File: config.mk
export PLATFORM = sky130hd
export DESIGN_NAME = mhpq_ram
export DESIGN_NICKNAME = d
export VERILOG_FILES = /design/src/sv/mhpq_ram.sv
export SDC_FILE = /design/constraint.sdc
export NUM_CORES = 1
export LEC_CHECK = 0
export ABC_AREA = 0
export BUFFER_PORTS_ARGS = -buffer_cell sky130_fd_sc_hd__buf_2
export CAP_MARGIN = 20
export CORE_MARGIN = 2
export CORE_UTILIZATION = 63
export DETAILED_ROUTE_END_ITERATION = 10
export PLACE_DENSITY = 0.82
export SLEW_MARGIN = 0
export SYNTH_ARGS = -nofsm -noshare
export SYNTH_HDL_FRONTEND = slang
export SYNTH_SLANG_ARGS = --single-unit
export TNS_END_PERCENT = 30
File: constraint.sdc
create_clock -name clk -period 2.3 [get_ports clk]
set_input_delay 0.115 -clock clk [delete_from_list [all_inputs] [get_ports clk]]
set_output_delay 0.115 -clock clk [all_outputs]
set_load 0.005 [all_outputs]
File: src/sv/mhpq_ram.sv
// ----------------------------------------------------------------------------
// mhpq_ram
// generic ram, one write port and two registered read ports
// ----------------------------------------------------------------------------
module mhpq_ram #(
    parameter int WIDTH = 8,
    parameter int DEPTH = 16
) (
    input  logic                     clk,
    input  logic                     we,
    input  logic [$clog2(DEPTH)-1:0] waddr,
    input  logic [WIDTH-1:0]         wdata,
    input  logic [$clog2(DEPTH)-1:0] raddr_a,
    output logic [WIDTH-1:0]         rdata_a,
    input  logic [$clog2(DEPTH)-1:0] raddr_b,
    output logic [WIDTH-1:0]         rdata_b
);

    logic [WIDTH-1:0] mem [DEPTH];

    always_ff @(posedge clk)
    begin
        if (we)
        begin
            mem[waddr] <= wdata;
        end
        rdata_a <= mem[raddr_a];
        rdata_b <= mem[raddr_b];
    end

endmodule

==> summary.txt <==
Syn Nets = 329
TritonCTS clock tree = built
root buf cell = clkbuf_8
maximum vdd drop = 0.566 mV
asr flop ratio synth = 0
Finished Cell Area = 0.00743 sq mm
global route overflow = 0
CP top delay family = multiplexers
total power = 6.03 mW
Via-to-Cell Ratio = 6.94
Hold Fails Final Rpt = 0
Seq/Total Area, Yosys = 0.656
die area = 0.0109 sq mm
vias in the first global route = 3794
Port-buffer cells = 37
Cells after DPL = 485
PD cells = 811 mW/mm^2
post-CTS setup buffers = 0
DR vias = 3644
Cell Count, Final, Fillers Out = 525
First-pass DRT Iterations = 5
MaxCap Viol Count = 0
Post-DRT Antenna Nets = 0
initial antenna violation count = 0
setup_tns = 0 ns
fmax = 682 MHz
number of synthesized flops with an enable pin = 128
Initial Utilization = 0.649
CTS Buffer Depth = 2
H-tree depth = 4
Routed WL = 14.9 mm
# diodes = 0
DP HPWL = 9.21 mm
Area after DPL = 0.00679 sq mm
Area Growth Syn to Fin = 17.1%
post-detailed-route DRC marker count = 0
final period utilization = 0.637
Post-Syn Instances = 307
dpl ws = 0.640 ns
num rows = 36
CP max FO = 2
Critical Path AT = 1.87 ns
max_slew headroom = 0.411
crit end category = flip-flop
# clock sinks = 144
GRT Resource Usage Total = 0.293
Final WS setup = 0.834 ns
gpl congestion = 0.851
Clk pin slew, worst setup/hold paths = 0.07 ns
RSZ-0062 raised after global routing = false
Critical Path RT = 2.70 ns
FF+latch count, synth = 144
synth unique cells = 20
Fill cells = 524
leakage power = 2.62 nW
Synth Cell Area = 0.00635 sq mm
IO Count = 38
Final min period = 1.47 ns
Die Y-Extent = 104 um
startpoint class of the critical path = flip-flop
Iter 0 DRT Violations = 521
Nets = 401
Avg Inst Size Synth = 20.7 sq um
Ys Warns = 0
max-slew violation count = 0
ys flop type = edfxtp_1
largest net degree at the start of global routing = 33
CP bufs+invs = 0
worst hold path type = primary input to flip-flop
CP Cell Sequence = mux4_4 > a22oi_1 > nand2_1
drt wl/cell = 28.4 um
slowest CP cell = mux4_4
status = finished clean
first-pass GRT wire length = 22.6 mm
Die X = 104 um
worst slew pin tran = 0.880 ns
final setup fails = 0
Setup Skew = 0.00946 ns
latest clock arrival within the worst-skew pair = 0.53 ns
Num CTS Buffers = 17
CORE AREA = 0.00977 sq mm
crit path kind = flip-flop to flip-flop
share of cells above drive strength 1 = 0.342
Critical Path Max Stage Delay = 0.61 ns
## layer usage
metal / GRT usage / routed length (um) / vias up / part of all wire
li1: - / - / 1490 / -
met1: 0.415 / 5290 / 1810 / 0.36
met2: 0.438 / 7210 / 301 / 0.48
met3: 0.0708 / 1850 / 43 / 0.12
met4: 0.140 / 549 / 0 / 0.037
met5: 0 / 0 / - / 0
## layout by cell type, fill, tap and decap left out
cell type        n
edfxtp_1       128
buf_2           37
mux4_2          34
a22oi_1         32
mux4_1          28
buf_4           24
nand2_1         17
clkbuf_16       16
dfxtp_1         16
nor2_1          14
dlygate4sd3_1    8
nor3_1           4
clkinvlp_4       4
inv_6            4
buf_12           4
inv_8            3
nor2b_1          2
and2_1           2
and2b_1          2
mux4_4           2
nand3b_1         2
nand2b_1         2
clkinv_4         2
nand3_1          1
or3b_2           1
clkbuf_8         1
bufinv_16        1
clkinv_2         1
## per-stage QoR
stage	hold slack, ns	utilization
2_1_floorplan	0.214	-
3_3_place_gp	0.492	0.694
3_5_place_dp	0.493	0.694
4_1_cts	0.118	0.760
5_1_grt	0.143	0.760
6_report	0.132	0.760
## sequential cells by signal (all words and copies together) (netlist names)
name     count
rdata_b      8
rdata_a      8
mem        128
## kinds of logic after synthesis
logic type / synth area share
AO/OA/AOI/OAI: 0.0379
multiplexers: 0.244
flip-flops: 0.656
AND/OR/NAND/NOR: 0.0343
buffers and inverters: 0.0272
## area by class of cell
| type | count | area, sq um | area share |
|---|---|---|---|
| Clock buffer | 17 | 414 | 0.0557 |
| Clock inverter | 15 | 151 | 0.0204 |
| Multi-Input combinational cell | 143 | 2010 | 0.270 |
| Sequential cell | 144 | 4160 | 0.560 |
| Tap cell | 133 | 166 | 0.0224 |
| Timing Repair Buffer | 73 | 526 | 0.0707 |
## tightest hold or removal path: stages
cell,delay (ns)
buf_2,0.11
or3b_2,0.15
nor2_1,0.10
## synthesized netlist by cell type (4+ instances only)
cell / number / share of area
a22oi_1: 32 / 0.038
buf_2: 6 / 0.0047
buf_6: 6 / 0.011
clkdlybuf4s25_2: 6 / 0.0095
dfxtp_1: 16 / 0.050
edfxtp_1: 128 / 0.61
mux4_1: 28 / 0.12
mux4_2: 34 / 0.12
nand2_1: 17 / 0.010
nor2_1: 14 / 0.0083
nor3_1: 4 / 0.0032
## final timing paths
| check | start | end | slack, ns | depth (start not counted) |
|---|---|---|---|---|
| max | mem[3][0] | rdata_a[0] | 0.83 | 3 |
| min | waddr[3] | mem[2][6] | 0.13 | 3 |
| max reg2reg | mem[3][0] | rdata_a[0] | 0.83 | 3 |
| min reg2reg | mem[4][3] | rdata_b[3] | 0.71 | 3 |
## power breakdown
part           switching, mW  internal, mW  leakage (nW)
clock                   1.15          1.47         0.268
sequential            0.0327          2.93          1.29
combinational          0.234         0.218          1.06
## what timing repair did
action / in CTS / in global routing
hold buffers: 8 / 0
endpoints found under the hold margin: 128 / 0
resized for setup: 0 / 0
Note: power is estimated with default switching activity, not from simulation.
